[config.mk]
export PLATFORM = sky130hd
export DESIGN_NAME = stream_pattern_replace_top_flat
export DESIGN_NICKNAME = d
export VERILOG_FILES = /design/src/spr_pkg.sv /design/src/spr_if.sv /design/src/stream_pattern_replace_top.sv /design/src/spr_front.sv /design/src/spr_queue.sv /design/src/spr_back.sv /design/src/flat_wrapper.sv
export SDC_FILE = /design/constraint.sdc
export NUM_CORES = 1
export LEC_CHECK = 0
export ABC_AREA = 0
export BUFFER_PORTS_ARGS = -buffer_cell sky130_fd_sc_hd__buf_2
export CAP_MARGIN = 0
export CORE_ASPECT_RATIO = 0.9
export CORE_MARGIN = 2
export CORE_UTILIZATION = 50
export CTS_BUF_LIST = sky130_fd_sc_hd__clkbuf_16
export CTS_CLUSTER_SIZE = 28
export DETAILED_ROUTE_END_ITERATION = 12
export PLACE_DENSITY = 0.68
export SLEW_MARGIN = 10
export SYNTH_ARGS = -nofsm -noshare
export SYNTH_HDL_FRONTEND = slang
export SYNTH_SLANG_ARGS = --single-unit
[constraint.sdc]
create_clock -name clock -period 5.2 [get_ports clock]
set_input_delay 0.52 -clock clock [delete_from_list [all_inputs] [get_ports clock]]
set_output_delay 0.52 -clock clock [all_outputs]
set_load 0.03 [all_outputs]
[src/spr_pkg.sv]
// ----------------------------------------------------------------------------
// Stream pattern replace package
// Shared widths, configuration register codes and the structs that travel
// between the intake, the queue and the rewrite engine.
// ----------------------------------------------------------------------------
package spr_pkg;

   localparam int BYTE_W      = 8;
   localparam int WORD_W      = 64;
   localparam int LEN_W       = 4;
   localparam int SLOT_W      = 3;
   localparam int CSR_IDX_W   = 2;
   localparam int QUEUE_DEPTH = 2;

   typedef enum logic [CSR_IDX_W-1:0] {
      CSR_PATTERN_BYTES      = 2'd0,
      CSR_PATTERN_LENGTH     = 2'd1,
      CSR_REPLACEMENT_BYTES  = 2'd2,
      CSR_REPLACEMENT_LENGTH = 2'd3
   } csr_index_type;

   typedef struct packed {
      logic [BYTE_W-1:0] text_byte;
      logic              end_of_text;
   } item_type;

   typedef struct packed {
      logic [WORD_W-1:0] pattern_bytes;
      logic [LEN_W-1:0]  pattern_length;
      logic [WORD_W-1:0] replacement_bytes;
      logic [LEN_W-1:0]  replacement_length;
   } cfg_type;

   typedef struct packed {
      logic full;
      logic empty;
   } queue_status_type;

endpackage

[src/spr_if.sv]
// ----------------------------------------------------------------------------
// Stream pattern replace channels
// Valid/ready channels for text requests and rewritten results.
// ----------------------------------------------------------------------------
interface spr_req_if;
   logic       valid;
   logic       ready;
   logic [7:0] text_byte;
   logic       end_of_text;

   modport source (output valid, output text_byte, output end_of_text, input ready);
   modport sink (input valid, input text_byte, input end_of_text, output ready);
endinterface

interface spr_rsp_if;
   logic       valid;
   logic       ready;
   logic [7:0] out_byte;
   logic       has_byte;
   logic       last_out;

   modport source (output valid, output out_byte, output has_byte, output last_out,
                   input ready);
   modport sink (input valid, input out_byte, input has_byte, input last_out,
                 output ready);
endinterface

[src/stream_pattern_replace_top.sv]
// ----------------------------------------------------------------------------
// Stream pattern replace
// Streaming find-and-replace on a byte stream with a lookahead window.
//
//   Channel  Direction  Carries
//   req      in         text_byte, end_of_text
//   rsp      out        out_byte, has_byte, last_out
//   csr      in         csr_we, csr_index, csr_wdata
//
// A request that decides no position only enters the window.
// A request that decides positions enters the window, and then the engine
// passes bytes, emits replacement bytes or drops a match with an empty replacement.
// A final request also brings out the end mark.
// Reset clears the configuration, the queue and the window fill.
// A stalled rsp holds the engine; the two-entry queue lets req take bytes until it is full.
// ----------------------------------------------------------------------------
module stream_pattern_replace_top #(
   parameter int PAT_MAX = 8,
   parameter int REP_MAX = 8
) (
   input  logic                       clock,
   input  logic                       reset,
   input  logic                       csr_we,
   input  spr_pkg::csr_index_type     csr_index,
   input  logic [spr_pkg::WORD_W-1:0] csr_wdata,
   spr_req_if.sink                    req,
   spr_rsp_if.source                  rsp
);
   import spr_pkg::*;

   queue_status_type q_status;
   logic             push_valid;
   item_type         push_item;
   cfg_type          cfg;
   logic             q_valid;
   item_type         q_item;
   logic             pop;

   spr_front #(
      .PAT_MAX (PAT_MAX),
      .REP_MAX (REP_MAX)
   ) u_front (
      .clock      (clock),
      .reset      (reset),
      .csr_we     (csr_we),
      .csr_index  (csr_index),
      .csr_wdata  (csr_wdata),
      .req        (req),
      .q_status   (q_status),
      .push_valid (push_valid),
      .push_item  (push_item),
      .cfg        (cfg)
   );

   spr_queue u_queue (
      .clock      (clock),
      .reset      (reset),
      .push_valid (push_valid),
      .push_item  (push_item),
      .pop        (pop),
      .q_valid    (q_valid),
      .q_item     (q_item),
      .q_status   (q_status)
   );

   spr_back #(
      .PAT_MAX (PAT_MAX)
   ) u_back (
      .clock   (clock),
      .reset   (reset),
      .cfg     (cfg),
      .q_valid (q_valid),
      .q_item  (q_item),
      .pop     (pop),
      .rsp     (rsp)
   );

endmodule

[src/spr_front.sv]
// ----------------------------------------------------------------------------
// Stream pattern replace intake
// Holds the configuration registers, clamps the lengths and hands each
// accepted request to the queue.
// ----------------------------------------------------------------------------
module spr_front #(
   parameter int PAT_MAX = 8,
   parameter int REP_MAX = 8
) (
   input  logic                      clock,
   input  logic                      reset,
   input  logic                      csr_we,
   input  spr_pkg::csr_index_type    csr_index,
   input  logic [spr_pkg::WORD_W-1:0] csr_wdata,
   spr_req_if.sink                   req,
   input  spr_pkg::queue_status_type q_status,
   output logic                      push_valid,
   output spr_pkg::item_type         push_item,
   output spr_pkg::cfg_type          cfg
);
   import spr_pkg::*;

   logic [WORD_W-1:0] pattern_bytes_ff, pattern_bytes_in;
   logic [LEN_W-1:0]  pattern_length_ff, pattern_length_in;
   logic [WORD_W-1:0] replacement_bytes_ff, replacement_bytes_in;
   logic [LEN_W-1:0]  replacement_length_ff, replacement_length_in;

   always_comb begin
      pattern_bytes_in      = pattern_bytes_ff;
      pattern_length_in     = pattern_length_ff;
      replacement_bytes_in  = replacement_bytes_ff;
      replacement_length_in = replacement_length_ff;
      if (csr_we) begin
         unique case (csr_index)
            CSR_PATTERN_BYTES:      pattern_bytes_in = csr_wdata;
            CSR_PATTERN_LENGTH:     pattern_length_in = csr_wdata[LEN_W-1:0];
            CSR_REPLACEMENT_BYTES:  replacement_bytes_in = csr_wdata;
            CSR_REPLACEMENT_LENGTH: replacement_length_in = csr_wdata[LEN_W-1:0];
            default: ;
         endcase
      end
   end

   always_ff @(posedge clock) begin
      if (reset) begin
         pattern_bytes_ff      <= '0;
         pattern_length_ff     <= '0;
         replacement_bytes_ff  <= '0;
         replacement_length_ff <= '0;
      end else begin
         pattern_bytes_ff      <= pattern_bytes_in;
         pattern_length_ff     <= pattern_length_in;
         replacement_bytes_ff  <= replacement_bytes_in;
         replacement_length_ff <= replacement_length_in;
      end
   end

   // Lengths beyond the supported sizes are clamped.
   always_comb begin
      cfg.pattern_bytes     = pattern_bytes_ff;
      cfg.replacement_bytes = replacement_bytes_ff;
      cfg.pattern_length    = (pattern_length_ff > LEN_W'(PAT_MAX)) ?
                              LEN_W'(PAT_MAX) : pattern_length_ff;
      cfg.replacement_length = (replacement_length_ff > LEN_W'(REP_MAX)) ?
                               LEN_W'(REP_MAX) : replacement_length_ff;
   end

   assign req.ready             = !q_status.full;
   assign push_valid            = req.valid && !q_status.full;
   assign push_item.text_byte   = req.text_byte;
   assign push_item.end_of_text = req.end_of_text;

endmodule

[src/spr_queue.sv]
// ----------------------------------------------------------------------------
// Stream pattern replace request queue
// Short FIFO that decouples the intake from the rewrite engine.
// ----------------------------------------------------------------------------
module spr_queue (
   input  logic                      clock,
   input  logic                      reset,
   input  logic                      push_valid,
   input  spr_pkg::item_type         push_item,
   input  logic                      pop,
   output logic                      q_valid,
   output spr_pkg::item_type         q_item,
   output spr_pkg::queue_status_type q_status
);
   import spr_pkg::*;

   localparam int PTR_W = $clog2(QUEUE_DEPTH);
   localparam int CNT_W = $clog2(QUEUE_DEPTH + 1);

   item_type           entry_ff [QUEUE_DEPTH];
   logic [PTR_W-1:0]   wr_ptr_ff, wr_ptr_in;
   logic [PTR_W-1:0]   rd_ptr_ff, rd_ptr_in;
   logic [CNT_W-1:0]   count_ff, count_in;
   logic               do_push;
   logic               do_pop;

   assign q_status.full  = (count_ff == CNT_W'(QUEUE_DEPTH));
   assign q_status.empty = (count_ff == '0);
   assign q_valid        = !q_status.empty;
   assign q_item         = entry_ff[rd_ptr_ff];

   assign do_push = push_valid && !q_status.full;
   assign do_pop  = pop && !q_status.empty;

   always_comb begin
      wr_ptr_in = do_push ? PTR_W'(wr_ptr_ff + 1'b1) : wr_ptr_ff;
      rd_ptr_in = do_pop ? PTR_W'(rd_ptr_ff + 1'b1) : rd_ptr_ff;
      count_in  = count_ff;
      if (do_push && !do_pop) begin
         count_in = CNT_W'(count_ff + 1'b1);
      end else if (do_pop && !do_push) begin
         count_in = CNT_W'(count_ff - 1'b1);
      end
   end

   always_ff @(posedge clock) begin
      if (reset) begin
         wr_ptr_ff <= '0;
         rd_ptr_ff <= '0;
         count_ff  <= '0;
      end else begin
         wr_ptr_ff <= wr_ptr_in;
         rd_ptr_ff <= rd_ptr_in;
         count_ff  <= count_in;
      end
   end

   always_ff @(posedge clock) begin
      if (do_push) begin
         entry_ff[wr_ptr_ff] <= push_item;
      end
   end

endmodule

[src/spr_back.sv]
// ----------------------------------------------------------------------------
// Stream pattern replace engine
// Keeps the lookahead window, decides one position at a time, emits the
// replacement one byte per cycle unless rsp stalls, and marks the text end.
// ----------------------------------------------------------------------------
module spr_back #(
   parameter int PAT_MAX = 8
) (
   input  logic              clock,
   input  logic              reset,
   input  spr_pkg::cfg_type  cfg,
   input  logic              q_valid,
   input  spr_pkg::item_type q_item,
   output logic              pop,
   spr_rsp_if.source         rsp
);
   import spr_pkg::*;

   localparam int FILL_W = $clog2(PAT_MAX + 1);

   logic [BYTE_W-1:0] window_ff [PAT_MAX];
   logic [BYTE_W-1:0] window_in [PAT_MAX];
   logic [FILL_W-1:0] fill_ff, fill_in;
   logic              active_ff, active_in;
   logic              final_ff, final_in;
   logic [SLOT_W-1:0] rep_idx_ff, rep_idx_in;
   logic              hold_v_ff, hold_v_in;
   logic [BYTE_W-1:0] hold_ff, hold_in;
   logic              rsp_valid_ff, rsp_valid_in;
   logic [BYTE_W-1:0] rsp_byte_ff, rsp_byte_in;
   logic              rsp_has_ff, rsp_has_in;
   logic              rsp_last_ff, rsp_last_in;

   logic              out_free;
   logic [LEN_W-1:0]  thr;
   logic [LEN_W-1:0]  fill_ext;
   logic [LEN_W-1:0]  fill_next_ext;
   logic [LEN_W-1:0]  fill_after;
   logic              pending;
   logic              mismatch;
   logic              match;
   logic              emit;
   logic [BYTE_W-1:0] emit_byte;
   logic              drop;
   logic [LEN_W-1:0]  drop_n;
   logic [BYTE_W-1:0] rep_byte;

   assign out_free      = !rsp_valid_ff || rsp.ready;
   assign thr           = (cfg.pattern_length == '0) ? LEN_W'(1) : cfg.pattern_length;
   assign fill_ext      = LEN_W'(fill_ff);
   assign fill_next_ext = LEN_W'(fill_ff + 1'b1);
   assign fill_after    = fill_ext - drop_n;
   assign pending       = final_ff ? (fill_ff != '0) : (fill_ext >= thr);
   assign rep_byte      = cfg.replacement_bytes[{rep_idx_ff, 3'b000} +: BYTE_W];

   always_comb begin
      mismatch = 1'b0;
      for (int j = 0; j < PAT_MAX; j++) begin
         if ((LEN_W'(j) < cfg.pattern_length) &&
             (window_ff[j] != cfg.pattern_bytes[j*BYTE_W +: BYTE_W])) begin
            mismatch = 1'b1;
         end
      end
      match = (cfg.pattern_length != '0) && (fill_ext >= cfg.pattern_length) && !mismatch;
   end

   always_comb begin
      active_in  = active_ff;
      final_in   = final_ff;
      rep_idx_in = rep_idx_ff;
      pop        = 1'b0;
      emit       = 1'b0;
      emit_byte  = window_ff[0];
      drop       = 1'b0;
      drop_n     = LEN_W'(1);
      if (!active_ff) begin
         if (q_valid) begin
            pop       = 1'b1;
            final_in  = q_item.end_of_text;
            active_in = q_item.end_of_text || (fill_next_ext >= thr);
         end
      end else if (out_free) begin
         if (pending) begin
            if (match) begin
               drop_n = cfg.pattern_length;
               if (cfg.replacement_length == '0) begin
                  drop = 1'b1;
               end else begin
                  emit      = 1'b1;
                  emit_byte = rep_byte;
                  if (LEN_W'(rep_idx_ff) + LEN_W'(1) == cfg.replacement_length) begin
                     rep_idx_in = '0;
                     drop       = 1'b1;
                  end else begin
                     rep_idx_in = SLOT_W'(rep_idx_ff + 1'b1);
                  end
               end
            end else begin
               emit = 1'b1;
               drop = 1'b1;
            end
            if (drop && !final_ff && (fill_after < thr)) begin
               active_in = 1'b0;
            end
         end else if (final_ff) begin
            active_in = 1'b0;
            final_in  = 1'b0;
         end else begin
            active_in = 1'b0;
         end
      end
   end

   always_comb begin
      for (int i = 0; i < PAT_MAX; i++) begin
         window_in[i] = window_ff[i];
      end
      fill_in = fill_ff;
      if (pop && (fill_ext < LEN_W'(PAT_MAX))) begin
         for (int j = 0; j < PAT_MAX; j++) begin
            if (FILL_W'(j) == fill_ff) begin
               window_in[j] = q_item.text_byte;
            end
         end
         fill_in = FILL_W'(fill_ff + 1'b1);
      end else if (drop) begin
         for (int i = 0; i < PAT_MAX; i++) begin
            for (int s = 1; s < PAT_MAX - i; s++) begin
               if (drop_n == LEN_W'(s)) begin
                  window_in[i] = window_ff[i+s];
               end
            end
         end
         fill_in = FILL_W'(fill_after);
      end
   end

   // While the final request is flushed, one byte is held back so that the
   // last one can carry the end mark.
   always_comb begin
      rsp_valid_in = rsp_valid_ff && !rsp.ready;
      rsp_byte_in  = rsp_byte_ff;
      rsp_has_in   = rsp_has_ff;
      rsp_last_in  = rsp_last_ff;
      hold_v_in    = hold_v_ff;
      hold_in      = hold_ff;
      if (emit) begin
         if (final_ff) begin
            hold_v_in = 1'b1;
            hold_in   = emit_byte;
            if (hold_v_ff) begin
               rsp_valid_in = 1'b1;
               rsp_byte_in  = hold_ff;
               rsp_has_in   = 1'b1;
               rsp_last_in  = 1'b0;
            end
         end else begin
            rsp_valid_in = 1'b1;
            rsp_byte_in  = emit_byte;
            rsp_has_in   = 1'b1;
            rsp_last_in  = 1'b0;
         end
      end else if (active_ff && out_free && final_ff && !pending) begin
         rsp_valid_in = 1'b1;
         rsp_byte_in  = hold_v_ff ? hold_ff : '0;
         rsp_has_in   = hold_v_ff;
         rsp_last_in  = 1'b1;
         hold_v_in    = 1'b0;
      end
   end

   always_ff @(posedge clock) begin
      if (reset) begin
         fill_ff      <= '0;
         active_ff    <= 1'b0;
         final_ff     <= 1'b0;
         rep_idx_ff   <= '0;
         hold_v_ff    <= 1'b0;
         rsp_valid_ff <= 1'b0;
      end else begin
         fill_ff      <= fill_in;
         active_ff    <= active_in;
         final_ff     <= final_in;
         rep_idx_ff   <= rep_idx_in;
         hold_v_ff    <= hold_v_in;
         rsp_valid_ff <= rsp_valid_in;
      end
   end

   always_ff @(posedge clock) begin
      for (int i = 0; i < PAT_MAX; i++) begin
         window_ff[i] <= window_in[i];
      end
      hold_ff     <= hold_in;
      rsp_byte_ff <= rsp_byte_in;
      rsp_has_ff  <= rsp_has_in;
      rsp_last_ff <= rsp_last_in;
   end

   assign rsp.valid    = rsp_valid_ff;
   assign rsp.out_byte = rsp_byte_ff;
   assign rsp.has_byte = rsp_has_ff;
   assign rsp.last_out = rsp_last_ff;

   a_fill_bound: assert property (@(posedge clock) disable iff (reset)
      LEN_W'(fill_ff) <= LEN_W'(PAT_MAX))
      else $error("lookahead window overfilled");

   a_hold_in_flush: assert property (@(posedge clock) disable iff (reset)
      hold_v_ff |-> (active_ff && final_ff))
      else $error("held byte outside of a flush");

   a_rep_active: assert property (@(posedge clock) disable iff (reset)
      (rep_idx_ff != '0) |-> (active_ff && match))
      else $error("replacement burst without a pending match");

   a_no_pop_while_active: assert property (@(posedge clock) disable iff (reset)
      active_ff |-> !pop)
      else $error("request taken while a previous one is in work");

endmodule
[src/flat_wrapper.sv]
// flat-port wrapper written by rule: the top's interface ports become plain ports
module stream_pattern_replace_top_flat import spr_pkg::*;
#(
   parameter int PAT_MAX = 8,
   parameter int REP_MAX = 8
)
  (clock, reset, csr_we, csr_index, csr_wdata, req_valid, req_text_byte, req_end_of_text, req_ready, rsp_valid, rsp_out_byte, rsp_has_byte, rsp_last_out, rsp_ready);
  spr_req_if req_i ();
  spr_rsp_if rsp_i ();
  input  logic clock;
  input  logic reset;
  input  logic csr_we;
  input  spr_pkg::csr_index_type csr_index;
  input  logic [spr_pkg::WORD_W-1:0] csr_wdata;
  input wire logic [$bits(req_i.valid)-1:0] req_valid;
  input wire logic [$bits(req_i.text_byte)-1:0] req_text_byte;
  input wire logic [$bits(req_i.end_of_text)-1:0] req_end_of_text;
  output wire logic [$bits(req_i.ready)-1:0] req_ready;
  output wire logic [$bits(rsp_i.valid)-1:0] rsp_valid;
  output wire logic [$bits(rsp_i.out_byte)-1:0] rsp_out_byte;
  output wire logic [$bits(rsp_i.has_byte)-1:0] rsp_has_byte;
  output wire logic [$bits(rsp_i.last_out)-1:0] rsp_last_out;
  input wire logic [$bits(rsp_i.ready)-1:0] rsp_ready;
  assign req_i.valid = req_valid;
  assign req_i.text_byte = req_text_byte;
  assign req_i.end_of_text = req_end_of_text;
  assign req_ready = req_i.ready;
  assign rsp_valid = rsp_i.valid;
  assign rsp_out_byte = rsp_i.out_byte;
  assign rsp_has_byte = rsp_i.has_byte;
  assign rsp_last_out = rsp_i.last_out;
  assign rsp_i.ready = rsp_ready;
  stream_pattern_replace_top #(.PAT_MAX(PAT_MAX), .REP_MAX(REP_MAX)) u_core (.clock(clock), .reset(reset), .csr_we(csr_we), .csr_index(csr_index), .csr_wdata(csr_wdata), .req(req_i), .rsp(rsp_i));
endmodule
# --- Word level (Yosys, flattened, before mapping) ---
# Memories as Yosys holds them, arrays and structs flattened. A register that Yosys moved wholly into a read port is not among the register bits.
# Index checks and enable logic that the tools add are counted.
# W data, S select, Z words.
totals:
  register_bits: 169
  ramBits: 82
  in_bits: 80
  elab_cells: 242
  mem_count: 2
op_classes:
  n_addsub: 8
  n_lt_le_gt_ge: 15
  eq_ne: 32
  shifts: 1
  muxes: 114
  bitwise_logic: 1
  reduce_logical: 52
mem_list:
  columns: ["memory", "depth", "word_bits", "read_ports", "rd_ports_with_merged_regs", "wr", "line", "source"]
  rows:
  - ["u_core.u_back.window_ff", 8, 8, 8, 0, 8, "spr_back.sv:21", "logic [BYTE_W-1:0] window_ff [PAT_MAX];"]
  - ["u_core.u_queue.entry_ff", 2, 9, 1, 1, 1, "spr_queue.sv:20", "item_type entry_ff [QUEUE_DEPTH];"]
ops:
  columns: ["operator", "n"]
  rows:
  - ["$mux W8", 47]
  - ["$mux W56", 2]
  - ["$ne A8 B8 Y1", 8]
  - ["$shiftx A64 B7 Y8", 1]
  - ["$mux W1", 53]
  - ["$mux W4", 9]
  - ["$logic_and A1 B1 Y1", 22]
  - ["$eq A3 B4 Y1 const A", 4]
  - ["$eq A4 B3 Y1 const B", 4]
  - ["$lt A3 B4 Y1 const A", 4]
  - ["$reduce_and A2 Y1", 7]
  - ["$ge A4 B4 Y1", 3]
  - ["$logic_not A4 Y1", 3]
  - ["$logic_not A1 Y1", 9]
  - ["$eq A2 B4 Y1 const A", 2]
  - ["$eq A4 B2 Y1 const B", 2]
  - ["$gt A4 B4 Y1 const B", 2]
  - ["$lt A1 B4 Y1 const A", 2]
  - ["$lt A2 B4 Y1 const A", 2]
  - ["$reduce_bool A4 Y1", 2]
  - ["$eq A2 B2 Y1 const B", 3]
  - ["$ne A2 B2 Y1 const B", 3]
  - ["$reduce_bool A2 Y1", 3]
  - ["$reduce_and A5 Y1", 1]
  - ["other kinds (21)", 25]

# --- Depth between registers and ports, before layout ---
depth:
  depth_word: 28
  ltp_mapped: 25
  mapped_depth_nobuf: 21

# --- Modules after synthesis ---
# Synthesis repeated with hierarchy kept, for this count alone.
unflattened:
  hier_cells: 1384
  area_unflattened_um2: 14227.4
modules_own_cells:
  columns: ["mod", "instances", "cells_per_inst", "area_per_inst_um2"]
  rows:
  - ["spr_back", 1, 797, 7671.1]
  - ["spr_front", 1, 533, 5685.5]
  - ["spr_queue", 1, 54, 870.8]

# --- Worst setup path before layout ---
# Ideal clock, no wire load.
synth_timing:
  path_type: "register to register"
  start: "register u_core.u_front.pattern_length_ff[3]"
  end: "register u_core.u_back.active_ff"
  setup_ns: 0.132
  arrival_time_ns: 4.505
  path_slack_ns: 0.563
  stages_incl_launch_ff: 25
  path_buffers: 4
  period_less_slack_ns: 4.637
  path_cell_list: "dfxtp_1 buf_4 inv_1 nand2_1 inv_1 clkbuf_1 ha_1 nor2_1 a21oi_1 o31ai_1 a311o_1 or3_1 buf_6 nor2_1 buf_2 nand2_1 ha_1 a21o_1 a21oi_1 xnor2_1 xnor2_1 ha_1 nor2b_1 o41ai_1 a21oi_1"
synth_via:
  elab_chain_len: 25
synth_lines:
  columns: ["element", "line", "source"]
  rows:
  - ["start, declared", "spr_front.sv:24", "logic [LEN_W-1:0] pattern_length_ff, pattern_length_in;"]
  - ["start signal, assigned", "spr_front.sv:52", "pattern_length_ff <= pattern_length_in;"]
  - ["$gt A4 B4 Y1", "spr_front.sv:62", "cfg.pattern_length = (pattern_length_ff > LEN_W'(PAT_MAX)) ?"]
  - ["$mux W4 (*)", "spr_front.sv:62", null]
  - ["$lt A1 B4 Y1", "spr_back.sv:59", "if ((LEN_W'(j) < cfg.pattern_length) &&"]
  - ["$logic_and A1 B1 Y1", "spr_back.sv:59", null]
  - ["$mux W1 (8 in a row)", "spr_back.sv:59", null]
  - ["$logic_not A1 Y1", "spr_back.sv:64", "match = (cfg.pattern_length != '0) && (fill_ext >= cfg.pattern_length) && !mismatch;"]
  - ["$logic_and A1 B1 Y1", "spr_back.sv:64", null]
  - ["$mux W4", "spr_back.sv:84", "if (match) begin"]
  - ["[2 not listed]", null, null]
  - ["$mux W4", "spr_back.sv:76", "if (!active_ff) begin"]
  - ["$sub A4 B4 Y4", "spr_back.sv:52", "assign fill_after = fill_ext - drop_n;"]
  - ["$lt A4 B4 Y1", "spr_back.sv:102", "if (drop && !final_ff && (fill_after < thr)) begin"]
  - ["$logic_and A1 B1 Y1", "spr_back.sv:102", null]
  - ["$mux W1", "spr_back.sv:102", null]
  - ["$mux W1", "spr_back.sv:83", "if (pending) begin"]
  - ["$mux W1", "spr_back.sv:82", "end else if (out_free) begin"]
  - ["$mux W1 (*)", "spr_back.sv:76", null]
  - ["end signal, assigned", "spr_back.sv:182", "active_ff <= active_in;"]
  - ["end, declared", "spr_back.sv:24", "logic active_ff, active_in;"]
# Every way passes the cells marked *; elsewhere a longest branch is shown, timed or not. The select of a mux whose other input is x is not followed.
# A chain may end at the register's enable or synchronous reset.

# --- Worst setup path in the final report ---
# Same ends and word-level chain as after synthesis.

==> flow_summary.ini <==
[setup_path]
startpoint_type = flip-flop
worstPathRequired_ps = 5600
worst_ep_arrival_time_ps = 5090
crit_path_end_kind = flip-flop
path_class = reg2reg
critPathMaxFanout = 12

[drt]
first_pass_iters = 6
drt_iter0_drc = 1319
wirelength_um = 40600
post-route-drc-count = 0
postRouteAntennaNets = 0
vias = 11000
post_drt_wl_per_cell_um = 22.1
vias_per_cell = 5.97

[synthesis]
synth_edf_count = 100
syn_area_mm2 = 0.0128
syn_area_per_cell_um2 = 8.98
synthTopCellsByArea = dfxtp_1, edfxtp_1, nand2_1, a21oi_1, xor2_1
ys_ff_latch = 252
ys_top_cells_by_count = nand2_1, a21oi_1, dfxtp_1
yosysTopAreaCell = dfxtp_1
synth.distinct_cells = 65
yosysWarnings = 0
synth_top_area_share_pct = 23.8
synthFlopType = dfxtp_1
synthCells = 1423
yosysMostFrequentCell = nand2_1
yosysSeqAreaShare_pct = 47.3
synthArstFlopShare_pct = 0
synth_nets = 1525

[clock_tree]
postCtsSetupRepairBufs = 0
hold_buffers = 0
clkTransAtPathRegs_ps = 70
cts.sinks = 252
tritoncts = built
clock_latency_ps = 550
htree_levels = 1
cts_max_path_buffers = 3
cts_buffers = 26
ctsResizeCount = 0
cts_root_buf = clkbuf_16

[floorplanning]
num_rows = 55
die_x_um = 173
start_util_pct = 50.9
die_h_um = 156
io_pins = 92
core_area_mm2 = 0.0251
die_area_mm2 = 0.0269

[timing]
skew_ps = 29.4
worst_pin_slew_ps = 1050
max_freq_mhz = 213
setup-violations-final = 0
drv_slew = 0
min_period_over_period_pct = 90.2
hold_viol = 0
min_period_ps = 4690
rsz0062_at_grt = false
slew_headroom_pct = 29.7
tns_ps = 0

[placement]
gp_congestion = 1.04
hpwl_um = 29300
io_buffer_count = 91

[global_route]
grt_pass1_vias = 10300
grt_max_degree = 79
grt_pass1_wl_um = 61700
overflow = 0
antenna_found_initial = 1
globalRouteTotalUtil_pct = 30.0

[pwr]
p_leak_nw = 5.52
peakVddDrop_mv = 0.325
finalPower_mw = 6.95
p_per_area_mw_per_mm2 = 482

[layout]
fin_nets = 1576
drive_above_1_share_pct = 14.2
synthToLayoutAreaGrowth_pct = 12.8
diodes = 0

[job]
drv_cap = 0

[hold_path]
min_path_type = in2reg

[outcome]
outcome = completed
state kept, by name (all words and copies together) (netlist names), 2 cells and up, named ones only:
name                                  flops
u_core.u_back.rep_idx_ff                  3
u_core.u_front.replacement_length_ff      4
u_core.u_queue.count_ff                   2
u_core.u_front.pattern_bytes_ff          64
u_core.u_back.rsp.out_byte                8
u_core.u_back.hold_ff                     8
u_core.u_back.fill_ext                    4
u_core.u_front.replacement_bytes_ff      64
u_core.u_queue.entry_ff                  18
u_core.u_front.pattern_length_ff          4
u_core.u_back.window_ff                  64
critical path: stages (launching register included):
cell and delay [ps]:
dfxtp_1 590, nor2b_1 90, buf_4 190, inv_1 210
ha_1 190, o21ai_0 70, a21oi_1 150, o31ai_1 110
a311o_1 390, or3_1 390, nor2_1 270, nand2_1 160
ha_1 290, a21o_1 180, a21oi_1 180, xnor2_1 100
xnor2_1 240, ha_1 260, nor2b_1 130, o41ai_1 280
a21oi_1 100
report_power, final:
part | total (mW) | switching (mW) | internal [mW]
clock | 1.93 | 0.795 | 1.14
combinational | 2.09 | 1.31 | 0.784
sequential | 2.93 | 0.374 | 2.56
total | 6.95 | 2.48 | 4.48
metal layers:
layer | wire length [um] | global-route usage [%]
met3 | 3550 | 5.09
met2 | 17800 | 45.8
met4 | 1370 | 10.4
met5 | 9 | 0
met1 | 17900 | 43.1
placed cells by master, fill, tap and decap left out, types with 21 or more instances in the layout:
cell / n
dfxtp_1: 152
o21ai_0: 34
nand2_1: 337
mux2i_1: 38
buf_2: 90
inv_1: 30
ha_1: 21
clkbuf_16: 27
a21oi_1: 196
nor2_1: 90
xor2_1: 60
a31oi_1: 26
edfxtp_1: 100
buf_4: 32
path summary, 6_finish.rpt:
| path | start | endpoint | slack, ps | cells past startpoint |
|---|---|---|---|---|
| hold reg to reg | u_core.u_front.replacement_bytes_ff[55]$_SDFFE_PP0P_ | u_core.u_front.replacement_bytes_ff[55]$_SDFFE_PP0P_ | 450 | 2 |
| setup / recovery | u_core.u_front.pattern_length_ff[3]$_SDFFE_PP0P_ | u_core.u_back.active_ff$_SDFF_PP0_ | 510 | 20 |
| hold / removal | req_text_byte[6] | u_core.u_queue.entry_ff[0][7]$_DFFE_PP_ | 160 | 1 |
| setup reg to reg | u_core.u_front.pattern_length_ff[3]$_SDFFE_PP0P_ | u_core.u_back.active_ff$_SDFF_PP0_ | 510 | 20 |
metrics by stage:
step                setup slack (ps)  area [um^2]  hold WS [ps]  cells  util [%]
floorplan                        563        12800           433   1423         -
global placement                 661        13500           439   1788      53.9
detailed placement               547        13500           444   1788      53.9
CTS                              550        14400           153   1836      57.4
global route                    83.0        14400           157   1836      57.4
finish                           511        14400           162   1836      57.4
logic make-up after synthesis:
group                    share of synthesized area [%]
multiplexers                                      7.21
buffers and inverters                             3.92
adder cells (fa/ha/maj)                           2.21
XOR/XNOR                                          5.21
AND/OR/NAND/NOR                                   17.8
flip-flops                                        47.3
AO/OA/AOI/OAI                                     16.4
layout make-up:
class | instances | area, um^2
multi-input cells | 1045 | 6260
inverters | 26 | 97.6
fillers | 2236 | 10700
clock buffers | 27 | 676
well taps | 342 | 428
clock inverters | 21 | 199
flip-flops and latches | 252 | 6050
repair buffers | 123 | 711
No activity file was read; power rests on OpenSTA's default activity.
